$ cat src/hdl/sbh_pkg.sv
package sbh_pkg;

  localparam int ANGLE_W = 12;
  localparam int OP_W    = 3;
  localparam int LIMB_W  = 2;
  localparam int JOINT_W = 3;
  localparam int CHAN_W  = 4;
  localparam int CFG_IDX_W = 2;

  localparam int NUM_LIMBS_DEFAULT       = 4;
  localparam int JOINTS_PER_LIMB_DEFAULT = 5;

  // one degree in fixed point
  localparam logic [ANGLE_W-1:0] STEP_ANGLE = ANGLE_W'(16);
  localparam logic [ANGLE_W-1:0] MIN_RESET  = '0;
  localparam logic [ANGLE_W-1:0] MAX_RESET  = ANGLE_W'(2880);

  typedef enum logic [OP_W-1:0] {
    OP_SET      = 3'd0,
    OP_TICK     = 3'd1,
    OP_CAPTURE  = 3'd2,
    OP_LOAD     = 3'd3,
    OP_SET_FLAG = 3'd4
  } op_t;

  typedef enum logic [CFG_IDX_W-1:0] {
    REG_MIN_ANGLE = 2'd0,
    REG_MAX_ANGLE = 2'd1,
    REG_MOVE_EN   = 2'd2
  } cfg_reg_t;

  localparam logic [ANGLE_W-1:0] START_TAB [4] = '{
    12'd960, 12'd640, 12'd2560, 12'd160
  };

  localparam logic [ANGLE_W-1:0] HOME_TAB [4][5] = '{
    '{12'd1440, 12'd2464, 12'd1600, 12'd1504, 12'd1376},
    '{12'd1504, 12'd48,   12'd1392, 12'd1504, 12'd1376},
    '{12'd1344, 12'd1328, 12'd272,  12'd1456, 12'd1328},
    '{12'd1288, 12'd1552, 12'd2496, 12'd1504, 12'd1496}
  };

  // write request into the angle file
  typedef struct packed {
    logic               cur_we;
    logic               home_we;
    logic [ANGLE_W-1:0] cur_wdata;
    logic [ANGLE_W-1:0] home_wdata;
  } wr_req_t;

  // result of the shared slew and clamp unit
  typedef struct packed {
    logic               step;
    logic               limited;
    logic [ANGLE_W-1:0] value;
  } slew_res_t;

  function automatic logic [ANGLE_W-1:0] start_angle(input logic [LIMB_W-1:0] limb);
    return START_TAB[limb];
  endfunction

  function automatic logic [ANGLE_W-1:0] home_reset(input logic [LIMB_W-1:0] limb,
                                                    input int joint);
    logic [ANGLE_W-1:0] res;
    if (joint < 5) begin
      res = HOME_TAB[limb][JOINT_W'(joint)];
    end else begin
      res = START_TAB[limb];
    end
    return res;
  endfunction

endpackage

$ cat src/hdl/sbh_angle_file.sv
module sbh_angle_file
  import sbh_pkg::*;
#(
  parameter int NUM_LIMBS       = NUM_LIMBS_DEFAULT,
  parameter int JOINTS_PER_LIMB = JOINTS_PER_LIMB_DEFAULT,
  parameter int NSERVO          = NUM_LIMBS * JOINTS_PER_LIMB,
  parameter int IDX_W           = (NSERVO > 1) ? $clog2(NSERVO) : 1
) (
  input  logic               clk,
  input  logic               rst,
  input  logic [IDX_W-1:0]   idx,
  input  wr_req_t            wr,
  output logic [ANGLE_W-1:0] cur_rd,
  output logic [ANGLE_W-1:0] home_rd
);

  logic [ANGLE_W-1:0] cur  [NSERVO];
  logic [ANGLE_W-1:0] home [NSERVO];

  always_ff @(posedge clk) begin
    if (rst) begin
      for (int l = 0; l < NUM_LIMBS; l++) begin
        for (int j = 0; j < JOINTS_PER_LIMB; j++) begin
          cur[l*JOINTS_PER_LIMB + j]  <= start_angle(LIMB_W'(l));
          home[l*JOINTS_PER_LIMB + j] <= home_reset(LIMB_W'(l), j);
        end
      end
    end else begin
      if (wr.cur_we) begin
        cur[idx] <= wr.cur_wdata;
      end
      if (wr.home_we) begin
        home[idx] <= wr.home_wdata;
      end
    end
  end

  // addresses past the bank are never written, keep the read clean anyway
  always_comb begin
    if (int'(idx) < NSERVO) begin
      cur_rd  = cur[idx];
      home_rd = home[idx];
    end else begin
      cur_rd  = '0;
      home_rd = '0;
    end
  end

endmodule

$ cat src/hdl/sbh_slew_unit.sv
module sbh_slew_unit
  import sbh_pkg::*;
(
  input  logic               set_mode,
  input  logic [ANGLE_W-1:0] cur,
  input  logic [ANGLE_W-1:0] home,
  input  logic [ANGLE_W-1:0] angle,
  input  logic [ANGLE_W-1:0] min_angle,
  input  logic [ANGLE_W-1:0] max_angle,
  output slew_res_t          res
);

  logic signed [ANGLE_W:0] diff;
  logic                    step_down;
  logic                    step_up;
  logic [ANGLE_W:0]        target;
  logic [ANGLE_W:0]        raised;
  logic                    lim_lo;
  logic                    lim_hi;

  always_comb begin
    diff      = $signed({1'b0, cur}) - $signed({1'b0, home});
    step_down = diff > $signed({1'b0, STEP_ANGLE});
    step_up   = diff < -$signed({1'b0, STEP_ANGLE});

    if (set_mode) begin
      target = {1'b0, angle};
    end else if (step_down) begin
      target = {1'b0, cur} - {1'b0, STEP_ANGLE};
    end else begin
      target = {1'b0, cur} + {1'b0, STEP_ANGLE};
    end

    // raise to min first, then lower to max
    lim_lo = target < {1'b0, min_angle};
    raised = lim_lo ? {1'b0, min_angle} : target;
    lim_hi = raised > {1'b0, max_angle};

    res.step    = step_down | step_up;
    res.limited = lim_lo | lim_hi;
    res.value   = lim_hi ? max_angle : raised[ANGLE_W-1:0];
  end

endmodule

$ cat src/hdl/servo_bank_homing_stepper.sv
// channel   dir  handshake          payload
// s_axis    in   s_tvalid/s_tready  s_tuser operation, s_tdata servo request
// m_axis    out  m_tvalid/m_tready  m_tuser command_valid, m_tdata, m_tlast
// cfg       in   cfg_valid/cfg_ready cfg_index, cfg_data
//
// a running homing tick scans the bank twice through the one slew unit,
// with a status result added when no servo steps; output stalls hold it.
// one request at a time; s_tready is high only while idle.
// rst is synchronous; angles and home table come back to their start values.
module servo_bank_homing_stepper
  import sbh_pkg::*;
#(
  parameter int NUM_LIMBS       = NUM_LIMBS_DEFAULT,
  parameter int JOINTS_PER_LIMB = JOINTS_PER_LIMB_DEFAULT
) (
  input  logic                 clk,
  input  logic                 rst,
  input  logic                 s_tvalid,
  output logic                 s_tready,
  input  logic [23:0]          s_tdata,   // limb, joint, angle, flag_value
  input  logic [OP_W-1:0]      s_tuser,   // operation
  output logic                 m_tvalid,
  input  logic                 m_tready,
  output logic [23:0]          m_tdata,   // board, channel, servo_angle, limited,
                                          // flag_changed, homing_active
  output logic                 m_tuser,   // command_valid
  output logic                 m_tlast,
  input  logic                 cfg_valid,
  output logic                 cfg_ready,
  input  logic [CFG_IDX_W-1:0] cfg_index,
  input  logic [ANGLE_W-1:0]   cfg_data
);

  localparam int NSERVO = NUM_LIMBS * JOINTS_PER_LIMB;
  localparam int IDX_W  = (NSERVO > 1) ? $clog2(NSERVO) : 1;

  typedef enum logic [2:0] {
    ST_IDLE, ST_SET, ST_SCAN, ST_WALK, ST_COPY, ST_LOAD, ST_FINISH
  } state_t;

  state_t             state;
  logic [OP_W-1:0]    op;
  logic [ANGLE_W-1:0] angle;
  logic               addr_ok;
  logic [LIMB_W-1:0]  l_cnt;
  logic [JOINT_W-1:0] j_cnt;
  logic [IDX_W-1:0]   i_cnt;
  logic [IDX_W-1:0]   last_i;
  logic               found;
  logic               homing_flag;
  logic               flag_chg;
  logic [ANGLE_W-1:0] min_angle;
  logic [ANGLE_W-1:0] max_angle;
  logic               move_en;

  logic               o_board;
  logic [CHAN_W-1:0]  o_chan;
  logic [ANGLE_W-1:0] o_angle;
  logic               o_cmd;
  logic               o_lim;
  logic               o_chg;
  logic               o_active;

  logic [LIMB_W-1:0]  in_limb;
  logic [JOINT_W-1:0] in_joint;
  logic [ANGLE_W-1:0] in_angle;
  logic               in_flag;
  logic               in_ok;
  logic               slot_free;
  logic               out_load;
  logic               at_end;
  logic [CHAN_W-1:0]  cnt_chan;

  wr_req_t            wr;
  slew_res_t          slew;
  logic [ANGLE_W-1:0] cur_rd;
  logic [ANGLE_W-1:0] home_rd;

  assign in_limb  = s_tdata[1:0];
  assign in_joint = s_tdata[4:2];
  assign in_angle = s_tdata[16:5];
  assign in_flag  = s_tdata[17];
  assign in_ok    = (int'(in_limb) < NUM_LIMBS) && (int'(in_joint) < JOINTS_PER_LIMB);

  assign s_tready  = (state == ST_IDLE);
  assign cfg_ready = 1'b1;
  assign slot_free = !m_tvalid || m_tready;
  assign out_load  = slot_free && ((state == ST_SET) || (state == ST_FINISH) ||
                                   ((state == ST_WALK) && slew.step));
  assign at_end    = (i_cnt == IDX_W'(NSERVO - 1));
  assign cnt_chan  = (l_cnt[0] ? CHAN_W'(JOINTS_PER_LIMB) : '0) + CHAN_W'(j_cnt);

  assign m_tdata = {4'b0, o_active, o_chg, o_lim, o_angle, o_chan, o_board};
  assign m_tuser = o_cmd;

  sbh_angle_file #(
    .NUM_LIMBS       (NUM_LIMBS),
    .JOINTS_PER_LIMB (JOINTS_PER_LIMB),
    .NSERVO          (NSERVO),
    .IDX_W           (IDX_W)
  ) u_file (
    .clk     (clk),
    .rst     (rst),
    .idx     (i_cnt),
    .wr      (wr),
    .cur_rd  (cur_rd),
    .home_rd (home_rd)
  );

  sbh_slew_unit u_slew (
    .set_mode  (state == ST_SET),
    .cur       (cur_rd),
    .home      (home_rd),
    .angle     (angle),
    .min_angle (min_angle),
    .max_angle (max_angle),
    .res       (slew)
  );

  always_comb begin
    wr = '0;
    unique case (state)
      ST_SET: begin
        wr.cur_we    = slot_free && addr_ok;
        wr.cur_wdata = slew.value;
      end
      ST_WALK: begin
        // steppers wait for the output slot, the rest snap to home
        wr.cur_we    = !slew.step || slot_free;
        wr.cur_wdata = slew.step ? slew.value : home_rd;
      end
      ST_COPY: begin
        wr.home_we    = 1'b1;
        wr.home_wdata = cur_rd;
      end
      ST_LOAD: begin
        wr.home_we    = addr_ok;
        wr.home_wdata = angle;
      end
      default: wr = '0;
    endcase
  end

  always_ff @(posedge clk) begin
    if (rst) begin
      min_angle <= MIN_RESET;
      max_angle <= MAX_RESET;
      move_en   <= 1'b0;
    end else if (cfg_valid) begin
      unique case (cfg_index)
        REG_MIN_ANGLE: min_angle <= cfg_data;
        REG_MAX_ANGLE: max_angle <= cfg_data;
        REG_MOVE_EN:   move_en   <= cfg_data[0];
        default: ;
      endcase
    end
  end

  always_ff @(posedge clk) begin
    if (rst) begin
      state       <= ST_IDLE;
      homing_flag <= 1'b0;
      flag_chg    <= 1'b0;
      found       <= 1'b0;
      m_tvalid    <= 1'b0;
    end else begin
      if (out_load) begin
        m_tvalid <= 1'b1;
      end else if (m_tready) begin
        m_tvalid <= 1'b0;
      end

      unique case (state)
        ST_IDLE: begin
          if (s_tvalid) begin
            op       <= s_tuser;
            angle    <= in_angle;
            addr_ok  <= in_ok;
            l_cnt    <= (s_tuser == OP_TICK) ? '0 : in_limb;
            j_cnt    <= (s_tuser == OP_TICK) ? '0 : in_joint;
            i_cnt    <= (s_tuser == OP_TICK || s_tuser == OP_CAPTURE) ? '0 :
                        IDX_W'(int'(in_limb) * JOINTS_PER_LIMB + int'(in_joint));
            flag_chg <= (s_tuser == OP_SET_FLAG) && (in_flag != homing_flag);
            found    <= 1'b0;
            case (s_tuser)
              OP_SET: state <= ST_SET;
              OP_TICK: state <= (homing_flag && move_en) ? ST_SCAN : ST_FINISH;
              OP_CAPTURE: state <= ST_COPY;
              OP_LOAD: state <= ST_LOAD;
              OP_SET_FLAG: begin
                homing_flag <= in_flag;
                state       <= ST_FINISH;
              end
              default: state <= ST_FINISH;
            endcase
          end
        end

        ST_SET: begin
          if (slot_free) begin
            o_board  <= addr_ok ? l_cnt[1] : 1'b0;
            o_chan   <= addr_ok ? cnt_chan : '0;
            o_angle  <= addr_ok ? slew.value : '0;
            o_cmd    <= addr_ok;
            o_lim    <= addr_ok && slew.limited;
            o_chg    <= 1'b0;
            o_active <= homing_flag;
            m_tlast  <= 1'b1;
            state    <= ST_IDLE;
          end
        end

        // first pass: find the last servo that will step
        ST_SCAN: begin
          if (slew.step) begin
            last_i <= i_cnt;
            found  <= 1'b1;
          end
          if (at_end) begin
            l_cnt <= '0;
            j_cnt <= '0;
            i_cnt <= '0;
            // the walk still snaps servos when nothing steps
            if (!(found || slew.step)) begin
              homing_flag <= 1'b0;
            end
            state <= ST_WALK;
          end else begin
            if (j_cnt == JOINT_W'(JOINTS_PER_LIMB - 1)) begin
              j_cnt <= '0;
              l_cnt <= l_cnt + 1'b1;
            end else begin
              j_cnt <= j_cnt + 1'b1;
            end
            i_cnt <= i_cnt + 1'b1;
          end
        end

        // second pass: step, command and snap
        ST_WALK: begin
          if (!slew.step || slot_free) begin
            if (slew.step) begin
              o_board  <= l_cnt[1];
              o_chan   <= cnt_chan;
              o_angle  <= slew.value;
              o_cmd    <= 1'b1;
              o_lim    <= slew.limited;
              o_chg    <= 1'b0;
              o_active <= homing_flag;
              m_tlast  <= (i_cnt == last_i);
            end
            if (j_cnt == JOINT_W'(JOINTS_PER_LIMB - 1)) begin
              j_cnt <= '0;
              l_cnt <= l_cnt + 1'b1;
            end else begin
              j_cnt <= j_cnt + 1'b1;
            end
            i_cnt <= i_cnt + 1'b1;
            if (at_end) begin
              state <= found ? ST_IDLE : ST_FINISH;
            end
          end
        end

        ST_COPY: begin
          i_cnt <= i_cnt + 1'b1;
          if (at_end) begin
            state <= ST_FINISH;
          end
        end

        ST_LOAD: state <= ST_FINISH;

        // single status result
        ST_FINISH: begin
          if (slot_free) begin
            o_board  <= 1'b0;
            o_chan   <= '0;
            o_angle  <= '0;
            o_cmd    <= 1'b0;
            o_lim    <= 1'b0;
            o_chg    <= flag_chg && (op == OP_SET_FLAG);
            o_active <= homing_flag;
            m_tlast  <= 1'b1;
            state    <= ST_IDLE;
          end
        end

        default: state <= ST_IDLE;
      endcase
    end
  end

endmodule

$ cat config.mk
export PLATFORM = sky130hd
export DESIGN_NAME = servo_bank_homing_stepper
export DESIGN_NICKNAME = d
export VERILOG_FILES = /design/src/hdl/sbh_pkg.sv /design/src/hdl/sbh_angle_file.sv /design/src/hdl/sbh_slew_unit.sv /design/src/hdl/servo_bank_homing_stepper.sv
export SDC_FILE = /design/constraint.sdc
export NUM_CORES = 1
export LEC_CHECK = 0
export CORE_AREA = 3 3 355 322
export CTS_BUF_LIST = sky130_fd_sc_hd__clkbuf_16
export CTS_CLUSTER_SIZE = 10
export DETAILED_ROUTE_END_ITERATION = 10
export DIE_AREA = 0 0 358 325
export DONT_BUFFER_PORTS = 1
export PLACE_DENSITY = 0.58
export RECOVER_POWER = 50
export SETUP_SLACK_MARGIN = 0.1
export SLEW_MARGIN = 20
export SYNTH_ARGS = -nofsm -noshare
export SYNTH_HDL_FRONTEND = slang
export SYNTH_SLANG_ARGS = --single-unit
export TNS_END_PERCENT = 1
$ cat constraint.sdc
create_clock -name clk -period 13.7 [get_ports clk]
set_clock_uncertainty 0.2 [all_clocks]
set_input_delay 0.685 -clock clk [delete_from_list [all_inputs] [get_ports clk]]
set_output_delay 0.685 -clock clk [all_outputs]
set_load 0.05 [all_outputs]
Word level (Yosys, flattened, before mapping)
Memories as Yosys holds them, arrays and structs flattened. A register that Yosys moved wholly into a read port is not among the register bits.
Cells that the tools add are included.

storage, ports and cells
  register bits = 85
  memory bits (writable) = 480
  input bits = 46
  output and inout port bits = 29
  memories kept = 2

operators by class
  $add $sub $neg = 8
  $mul = 1
  $lt $le $gt $ge = 6
  equal/unequal tests = 29
  mux-type cells = 115
  bitwise gates (word level) = 3
  reductions and logical operators = 40

memory list
  name         words  bits a word  rd ports  clocked after memory_dff  write ports  RTL line              RTL
  u_file.cur   20     12           1         1                         20           sbh_angle_file.sv:17  logic [ANGLE_W-1:0] cur [NSERVO];
  u_file.home  20     12           1         1                         20           sbh_angle_file.sv:18  logic [ANGLE_W-1:0] home [NSERVO];

operator list
  cell                     number
  $mux W12                 24
  $pmux W12 S2             2
  $mux W3                  14
  $mux W5                  8
  $mux W13                 3
  $mux W1                  37
  $pmux W12 S3             1
  $reduce_or A12 Y1        2
  $mux W4                  5
  $pmux W5 S4              1
  $eq A3 B3 Y1 const B     6
  $ne A2 B2 Y1 const B     9
  $pmux W3 S6              1
  $add A12 B5 Y13 const B  1
  $gt A13 B12 Y1           1
  $gt A13 B6 Y1 const B    1
  $lt A13 B12 Y1           1
  $lt A13 B5 Y1 const B    1
  $sub A12 B12 Y13         1
  $sub A12 B5 Y13 const B  1
  $eq A3 B2 Y1 const B     4
  $pmux W1 S2              6
  $pmux W1 S3              4
  $pmux W3 S4              1
  other kinds (35)         67

Longest topological paths before layout
Gate-level depths: netlist of the first run.

  depth after elaboration = 13
  depth in mapped cells = 50

By module
A second synthesis of the first run with hierarchy kept.

unflattened totals
  cell total of the unflattened synthesis = 2,321
  area, all modules = 33,487.1 µm²

modules (own cells, without submodules)
  module                     instances  cells an instance  area an instance (µm²)  sequential area each (µm²)
  sbh_angle_file             1          1,637              27,099.7                18,617.9
  servo_bank_homing_stepper  1          377                4,250.3                 2,232.1
  sbh_slew_unit              1          307                2,137.0                 0.0

Worst setup path before layout of the first run
OpenSTA, ideal clock, no wires.

  path kind = register -> register
  from = reg with a tool-made name
  to = mem u_file.cur[20][7] (data pin)
  setup time = 0.281 ns
  data arrival time = 9.877 ns
  required time = 13.219 ns
  setup slack = 3.341 ns
  stages on the path, launching flop included = 46
  path buffers = 11
  period minus slack after synthesis = 10.359 ns
  path through = dfxtp_1 buf_2 buf_6 buf_6 buf_4 buf_4 buf_2 mux4_2 mux4_2 mux2i_1 nor2_1 ha_1 buf_4 a211o_1 o31a_1 xor2_1 nor4_4 a21o_1 (+10 left out) o21ai_0 nand2b_1 o32a_1 a211oi_1 buf_2 mux2_2 ha_1 and3_1 a221o_1 nand2_1 a311oi_1 a211o_1 buf_4 buf_6 a32o_1 a31oi_2 buf_4 inv_1

RTL lines
  element    RTL line
  to (decl)  sbh_angle_file.sv:17

==> out/qor.yml, run 1 <==
cts:
  cts_inserted_buffers: 98
  cts_tree: "built"
  h-tree-depth: 3
  cts_resized: 0
  cts.sinks: 858
  clkTransAtPathRegs_ns: 0.06
  clk_latency_ns: 0.69
  cts_root_buf: "clkbuf_16"
  post_cts_buffers: 0
  cts_buffer_depth: 3
sta:
  setup_viol: 0
  finalSetupTns_ns: 0
  hold_slack_ns: 0.0594
  fin_ws_ns: 1.09
  rsz0062_at_grt: "false"
  slew_headroom: -0.204
  finalHoldViolations: 0
  fmax_mhz: 79.3
  tightestPinTransition_ns: 1.81
  layout_min_cycle_time_ns: 12.61
  report.final.slew_viol_count: 182
  fin_crit_sh: 0.921
logic_synthesis:
  ys_ff_latch: 858
  ys.flop_type: "edfxtp_1"
  ys_types: 85
  synthAdderAreaFrac: 0.0200
  synth_compound_area_frac: 0.0378
  synth_top_family_by_area: "multiplexers"
  syn_area_um2: 38700
  muxShareOfSynthArea: 0.153
  ys.warnings.count: 0
  synth_area_leaders: "edfxtp_1 (64%), mux4_2 (13%), nor2_1 (4.4%)"
  ys_seq_area_frac: 0.655
  yosys.area_share.simple: 0.0974
  synth_xor_area_frac: 0.00542
  synth_async_sr_flop_share: 0
  synthesis.instances: 2602
  synth_top_area_share: 0.636
  syn_area_per_cell_um2: 14.9
  synth_edf_count: 821
  synth_area_leader_cell: "edfxtp_1"
worst_setup_path:
  crit_family: "compound AO/OA/AOI/OAI gates"
  worstPathRequired_ns: 13.83
  worstPathMaxFanout: 33
  start_kind: "flip-flop"
  crit_path_end_kind: "flip-flop"
  path_buf_inv: 6
  cp_data_arrival_time_ns: 12.75
  criticalPathCategory: "reg2reg"
  crit_top_cell: "ha_1"
  worst_path_largest_cell_delay_ns: 0.72
  crit_slowest_cell: "a211o_1"
die:
  die_h_um: 325
  io_pins: 75
  row_count: 116
  die_x_um: 358
  dieArea_um2: 116000
  core_area_um2: 111000
  start_util: 0.349
drt:
  vias: 22600
  wl_mm: 99.8
  drc: 0
  first_pass_iters: 6
  routedWlPerCell_um: 24.0
  vias_per_cell: 5.43
  dr.first_iter.drc_count: 2517
  final_antenna_net_count: 0
place:
  globalplace.congestion: 0.891
  hpwl_mm: 69.2
  port_buffers: 0
  place_ws_ns: 1.27
grt:
  antenna_found_initial: 0
  grt_pass1_vias: 22900
  grt_usage: 0.170
  grt_overflow: 0
  grt_max_degree: 49
  grt_pass1_wl_mm: 149
final_layout:
  area_delta_synth_final_pct: 12.3
  num_antenna_cells: 0
  drive_gt1_frac: 0.168
  final_nets: 2746
  final_core_util: 0.392
run:
  maxCapViolCount: 11
hold_path:
  min_from: "s_tdata[3]"
  hp-class: "in2reg"
status:
  violations: "max-capacitance violations, max-slew violations"
  status: "finished, violations left"
-- placed cells by master (no fill, tap or decap), types with 10 or more instances in the layout --
| master | Yosys | layout |
|---|---|---|
| a211oi_1 | 12 | 10 |
| a21o_1 | 12 | 12 |
| a21oi_1 | 62 | 60 |
| and2_1 | 11 | 10 |
| buf_12 | 0 | 10 |
| buf_4 | 35 | 42 |
| clkbuf_1 | 62 | 25 |
| clkbuf_16 | 0 | 99 |
| dfxtp_1 | 37 | 33 |
| dlygate4sd3_1 | 0 | 30 |
| edfxtp_1 | 821 | 821 |
| ha_1 | 57 | 57 |
| inv_1 | 71 | 99 |
| mux2i_1 | 38 | 38 |
| mux4_1 | 10 | 10 |
| mux4_2 | 227 | 227 |
| nand2_1 | 315 | 315 |
| nand2b_1 | 14 | 14 |
| nand3_1 | 33 | 33 |
| nor2_1 | 453 | 441 |
| nor2_2 | 0 | 12 |
| nor3_1 | 24 | 24 |
| o211ai_1 | 10 | 11 |
| o21ai_0 | 31 | 31 |
| o31ai_1 | 13 | 13 |
| xnor2_1 | 12 | 12 |
| xor2_1 | 12 | 12 |
-- worst paths after layout --
path                            slack [ns]                end  depth (start not counted)
worst max register to register        1.09  u_file.cur[25][5]                         40
worst min-delay path                  0.06           j_cnt[1]                          1
worst max-delay path                  1.09  u_file.cur[25][5]                         40
worst min register to register        0.26       max_angle[1]                          2
-- Yosys cell counts (24+ instances only) --
| library cell | count |
|---|---|
| nand3_1 | 33 |
| nor3_1 | 24 |
| mux2i_1 | 38 |
| a21oi_1 | 62 |
| clkbuf_1 | 62 |
| edfxtp_1 | 821 |
| buf_2 | 59 |
| inv_1 | 71 |
| ha_1 | 57 |
| o21ai_0 | 31 |
| mux4_2 | 227 |
| buf_4 | 35 |
| nor2_1 | 453 |
| dfxtp_1 | 37 |
| nand2_1 | 315 |
-- logic make-up (layout without fill, tap and decap cells) --
logic type,count (synthesis),after routing
simple gates,908,908
flops,858,858
mux,291,291
buf+inv,247,322
compound gates,212,212
fa+ha+maj,60,60
xor+xnor,24,24
other cells,2,5
-- flip-flops by register name, summed over array words and instances, names as in the netlist, 3 cells and up, named ones only --
signal	count
angle	12
last_i	5
o_angle	12
j_cnt	3
o_chan	4
op	3
u_file.cur	384
u_file.home	384
min_angle	12
state	3
max_angle	12
i_cnt	5
-- final cells by class --
type                       count  area (µm²)
timing repair buffer         108         915
clock buffer                  99        2480
tap                         1475        1850
inverter                      74         278
sequential                   858       25400
fill                       10200       67400
multi-input combinational   1500       12200
clock inverter                41         360
-- timing repair --
action	in CTS	in global routing
hold buffers	31	0
endpoints found under the setup margin	0	0
endpoints found under the hold margin	47	0
-- layer usage --
layer / up-vias / part of all wire / GRT usage
met5: - / 0 / 0
met4: 0 / 0.025 / 0.0454
met3: 140 / 0.070 / 0.0292
met2: 883 / 0.48 / 0.278
met1: 11700 / 0.43 / 0.236
li1: 9839 / - / -
-- worst register-to-register path, delay by kind of cell (launching register included) --
family | cells | cell delay, ns
buf+inv | 6 | 1.41
simple gates | 8 | 1.34
compound gates | 16 | 5.36
fa+ha+maj | 5 | 1.68
flops | 1 | 0.65
mux | 4 | 1.51
xor+xnor | 1 | 0.14
-- through the flow --
stage,instance area (µm²),cells
after floorplan,38800,2605
after global placement,40500,3984
after detailed placement,40500,3984
after CTS,43700,4155
after global routing,43500,4155
final,43500,4155
Power of run 1 is not shown: default switching activity piles up to over one toggle a cycle in this logic, so the estimate is an artifact.
==> run 2: changes to the inputs <==
--- a/config.mk
+++ b/config.mk
@@ -11,8 +11,9 @@
 export DETAILED_ROUTE_END_ITERATION = 10
 export DIE_AREA = 0 0 358 325
 export DONT_BUFFER_PORTS = 1
+export GPL_TIMING_DRIVEN = 0
 export PLACE_DENSITY = 0.58
-export RECOVER_POWER = 50
+export RECOVER_POWER = 25
 export SETUP_SLACK_MARGIN = 0.1
 export SLEW_MARGIN = 20
 export SYNTH_ARGS = -nofsm -noshare
==> out/qor.yml, run 2 (synthesis gave the netlist of run 1 again) <==
drt:
  final_antenna_net_count: 0
  first_pass_iters: 6
  routedWlPerCell_um: 28.0
  vias_per_cell: 5.61
  drc: 0
  wl_mm: 119
  vias: 23900
  dr.first_iter.drc_count: 3116
grt:
  grt_max_degree: 17
  grt_pass1_wl_mm: 171
  grt_overflow: 0
  grt_pass1_vias: 23300
  grt_usage: 0.203
  antenna_found_initial: 0
sta:
  tightestPinTransition_ns: 1.55
  setup_viol: 0
  fin_crit_sh: 0.940
  report.final.slew_viol_count: 14
  fmax_mhz: 77.7
  finalHoldViolations: 0
  hold_slack_ns: 0.0426
  fin_ws_ns: 0.826
  rsz0062_at_grt: "false"
  layout_min_cycle_time_ns: 12.87
  slew_headroom: -0.0368
worst_setup_path:
  reg2reg_to: "u_file.cur[24][7]"
  crit_path_end_kind: "flip-flop"
  worst_path_largest_cell_delay_ns: 0.93
  crit_slowest_cell: "clkbuf_1"
  criticalPathCategory: "reg2reg"
  crit_top_cell: "ha_1"
  regToRegSetupSlack_ns: 0.83
  cp_data_arrival_time_ns: 13.04
  rr_worst_depth: 41
  worstPathRequired_ns: 13.86
  start_kind: "flip-flop"
  worstPathMaxFanout: 12
place:
  hpwl_mm: 84.9
  place_ws_ns: -0.323
  dp.cells: 4101
  globalplace.congestion: 0.910
  port_buffers: 0
die:
  dieArea_um2: 116000
  start_util: 0.349
  core_area_um2: 111000
  io_pins: 75
  die_x_um: 358
  die_h_um: 325
  row_count: 116
final_layout:
  final_nets: 2862
  area_delta_synth_final_pct: 13.5
  final_cell_mix: "edfxtp_1 (821), nor2_1 (441), nand2_1 (315)"
  final_cells: 4262
  nFillCells: 10300
  final_core_util: 0.396
  reg_top3: "u_file.cur x384, u_file.home x384"
  final_common_cell: "edfxtp_1"
  drive_gt1_frac: 0.186
  num_antenna_cells: 0
hold_path:
  hold_end: "l_cnt[0]"
  hp-class: "in2reg"
  min_delay_path_depth: 2
  min_from: "s_tdata[0]"
cts:
  cts_tree: "built"
  cts_buffer_depth: 3
  cts_root_buf: "clkbuf_16"
  clk_latency_ns: 0.68
  cts.sinks: 858
  clkTransAtPathRegs_ns: 0.06
  cts_inserted_buffers: 98
  h-tree-depth: 3
status:
  violations: "max-capacitance violations, max-slew violations"
  status: "finished, violations left"
run:
  maxCapViolCount: 4
==> run 2: changes by cell type in the layout (fill, tap and decap cells not counted), moves of 4 or more <==
cell	before	now
inv_1	99	93
clkbuf_2	0	4
buf_12	10	0
buf_1	0	7
buf_6	0	16
mux2i_2	0	8
clkbuf_4	0	7
buf_2	1	35
mux2i_1	38	30
buf_4	42	49
dfxtp_1	33	37
clkbuf_1	25	71
buf_8	0	6
==> run 2: critical path: cells and delay by family (launching register included) <==
kind,cells,cell delay [ns]
adder cells (fa/ha/maj),4,1.30
flip-flops,1,0.44
AND/OR/NAND/NOR,7,1.20
multiplexers,3,1.25
buffers and inverters,10,3.84
XOR/XNOR,2,0.36
AO/OA/AOI/OAI,15,3.96
==> run 2: stage by stage <==
step / cell area, µm² / setup TNS (ns)
6_report: 44000 / 0
5_1_grt: 44000 / 0
3_3_place_gp: 40600 / -48.13
4_1_cts: 44000 / 0
2_1_floorplan: 38800 / 0
3_5_place_dp: 41000 / -31.57
==> run 2: cell type report <==
| cell class | instances | area [µm²] | share of cell area |
|---|---|---|---|
| Sequential cell | 858 | 25400 | 0.578 |
| Multi-Input combinational cell | 1500 | 12300 | 0.280 |
| Clock buffer | 98 | 2450 | 0.0558 |
| Tap cell | 1475 | 1850 | 0.0420 |
| Buffer | 172 | 980 | 0.0223 |
| Timing Repair Buffer | 52 | 490 | 0.0112 |
| Inverter | 74 | 278 | 0.00632 |
| Clock inverter | 33 | 223 | 0.00507 |
==> run 2: per-layer routing <==
metal | wire length (µm) | part of all wire | GRT usage | up-vias
met3 | 12700 | 0.11 | 0.0516 | 186
met4 | 3390 | 0.028 | 0.0582 | 0
met1 | 50100 | 0.42 | 0.294 | 12400
met2 | 53200 | 0.45 | 0.304 | 1290
li1 | - | - | - | 10100
met5 | 0 | 0 | 0 | -
==> run 2: how the worst max path moves through the flow <==
stage              start                 to  slack (ns)  depth (start not counted)
6_report       flip-flop  u_file.cur[24][7]        0.83                         41
5_1_grt        flip-flop  u_file.cur[20][2]        0.09                         46
4_1_cts        flip-flop  u_file.cur[31][2]        0.23                         46
3_5_place_dp   flip-flop  u_file.cur[27][4]       -0.32                         46
3_3_place_gp   flip-flop  u_file.cur[27][4]       -0.39                         46
2_1_floorplan  flip-flop  u_file.cur[20][7]        3.34                         45
==> run 2: what timing repair did <==
action | CTS | global route
endpoints found under the hold margin | 41 | 0
pin swaps | 0 | 1
resized for setup | 18 | 39
hold buffers | 28 | 0
setup buffers | 0 | 3
endpoints found under the setup margin | 292 | 389
Power of run 2 is left out for the same reason.
==> run 3: changes to the inputs <==
--- a/config.mk
+++ b/config.mk
@@ -5,14 +5,14 @@
 export SDC_FILE = /design/constraint.sdc
 export NUM_CORES = 1
 export LEC_CHECK = 0
-export CORE_AREA = 3 3 355 322
+export CORE_AREA = 3 3 284 258
 export CTS_BUF_LIST = sky130_fd_sc_hd__clkbuf_16
 export CTS_CLUSTER_SIZE = 10
 export DETAILED_ROUTE_END_ITERATION = 10
-export DIE_AREA = 0 0 358 325
+export DIE_AREA = 0 0 287 261
 export DONT_BUFFER_PORTS = 1
 export GPL_TIMING_DRIVEN = 0
-export PLACE_DENSITY = 0.58
+export PLACE_DENSITY = 0.79
 export RECOVER_POWER = 25
 export SETUP_SLACK_MARGIN = 0.1
 export SLEW_MARGIN = 20
==> out/qor.yml, run 3 (synthesis gave the netlist of run 1 again) <==
die:
  row_count: 92
  die_x_um: 287
  io_pins: 75
  start_util: 0.552
  core_area_um2: 70200
  die_h_um: 261
  dieArea_um2: 74900
grt:
  grt_pass1_wl_mm: 168
  grt_overflow: 0
  grt_max_degree: 17
  antenna_found_initial: 3
  grt_usage: 0.313
  grt_pass1_vias: 24900
final_layout:
  design_area_um2: 43100
  final_nets: 2841
  reg_top3: "u_file.cur x384, u_file.home x384"
  final_common_cell: "edfxtp_1"
  final_cells: 3699
  drive_gt1_frac: 0.186
  final_cell_mix: "edfxtp_1 (821), nor2_1 (437), nand2_1 (315)"
  area_delta_synth_final_pct: 11.3
  num_antenna_cells: 0
drt:
  dr.first_iter.drc_count: 4383
  routedWlPerCell_um: 31.8
  first_pass_iters: 6
  vias_per_cell: 6.78
  wl_mm: 117
  final_antenna_net_count: 0
  drc: 0
  vias: 25100
hold_path:
  min_from: "cfg_data[6]"
  min_delay_path_depth: 2
  hold_end: "max_angle[6]"
  hp-class: "in2reg"
worst_setup_path:
  cp_data_arrival_time_ns: 13.29
  criticalPathCategory: "reg2reg"
  crit_path_end_kind: "flip-flop"
  worst_path_largest_cell_delay_ns: 0.58
  crit_slowest_cell: "mux4_2"
  start_kind: "flip-flop"
  worstPathMaxFanout: 12
  regToRegSetupSlack_ns: 0.56
  reg2reg_to: "u_file.cur[31][10]"
  worstPathRequired_ns: 13.85
  crit_top_cell: "buf_4"
  rr_worst_depth: 44
cts:
  cts_tree: "built"
  cts_root_buf: "clkbuf_16"
  h-tree-depth: 3
  cts.sinks: 858
  clkTransAtPathRegs_ns: 0.05
  cts_inserted_buffers: 97
  cts_buffer_depth: 3
  clk_latency_ns: 0.67
place:
  hpwl_mm: 79.7
  place_ws_ns: -0.433
  globalplace.congestion: 0.993
  dp.cells: 3548
  port_buffers: 0
  post_dp_cell_area_um2: 40100
sta:
  slew_headroom: -0.299
  layout_min_cycle_time_ns: 13.14
  fmax_mhz: 76.1
  finalHoldViolations: 0
  setup_viol: 0
  fin_crit_sh: 0.959
  rsz0062_at_grt: "false"
  fin_ws_ns: 0.559
  report.final.slew_viol_count: 10
  tightestPinTransition_ns: 1.93
status:
  status: "finished, violations left"
  violations: "max-capacitance violations, max-slew violations"
run:
  maxCapViolCount: 5
[run 3: cell types whose count changed in the layout (fill, tap and decap cells not counted), moves of 3 or more]
cell	previous run	this run
clkbuf_1	71	60
buf_6	16	10
buf_4	49	44
buf_8	6	1
clkbuf_4	7	12
clkinv_1	6	2
inv_1	93	89
nor2_1	441	437
nor2_2	12	16
a21oi_2	6	9
[run 3: worst max-delay path by stage]
stage               from                 end  slack, ns  depth (start not counted)
4_1_cts        flip-flop   u_file.cur[20][2]       0.14                         45
2_1_floorplan  flip-flop   u_file.cur[20][7]       3.34                         45
6_report       flip-flop  u_file.cur[31][10]       0.56                         44
5_1_grt        flip-flop   u_file.cur[21][2]       0.03                         46
3_3_place_gp   flip-flop   u_file.cur[20][2]      -0.48                         46
3_5_place_dp   flip-flop   u_file.cur[20][2]      -0.43                         46
[run 3: per-stage QoR]
stage          TNS, ns  hold slack, ns   util
3_5_place_dp    -69.87           0.239  0.571
5_1_grt              0          0.0205  0.614
2_1_floorplan        0           0.224      -
6_report             0          0.0205  0.614
4_1_cts              0        0.000785  0.614
3_3_place_gp    -88.28           0.238  0.569
[run 3: worst max-delay path, delay by kind of cell (launching register included)]
family | cells | cell delay [ns]
simple gates | 8 | 1.76
mux | 5 | 2.31
flops | 1 | 0.30
xor+xnor | 2 | 0.42
buf+inv | 12 | 3.09
compound gates | 13 | 3.40
fa+ha+maj | 4 | 1.31
[run 3: area by class of cell]
type                            count  area (µm²)
Fill cell                        4997       27100
Sequential cell                   858       25400
Multi-Input combinational cell   1500       12300
Clock buffer                       98        2450
Tap cell                          940        1180
Buffer                            171         962
Timing Repair Buffer               33         333
Inverter                           74         278
Clock inverter                     25         219
[run 3: metal layers]
metal / track usage / vias up / part of all wire
li1: - / 10000 / -
met1: 0.409 / 12400 / 0.34
met2: 0.482 / 2248 / 0.46
met3: 0.106 / 379 / 0.15
met4: 0.143 / 4 / 0.051
met5: 0 / - / 0.00020
[run 3: timing repair]
item | 4_1_cts | 5_1_grt
gates cloned | 0 | 0
endpoints found under the setup margin | 382 | 391
hold buffers | 28 | 0
buffers inserted | 0 | 2
pin swaps | 0 | 1
endpoints found under the hold margin | 39 | 0
resized for setup | 15 | 42
Power of run 3 is left out for the same reason.
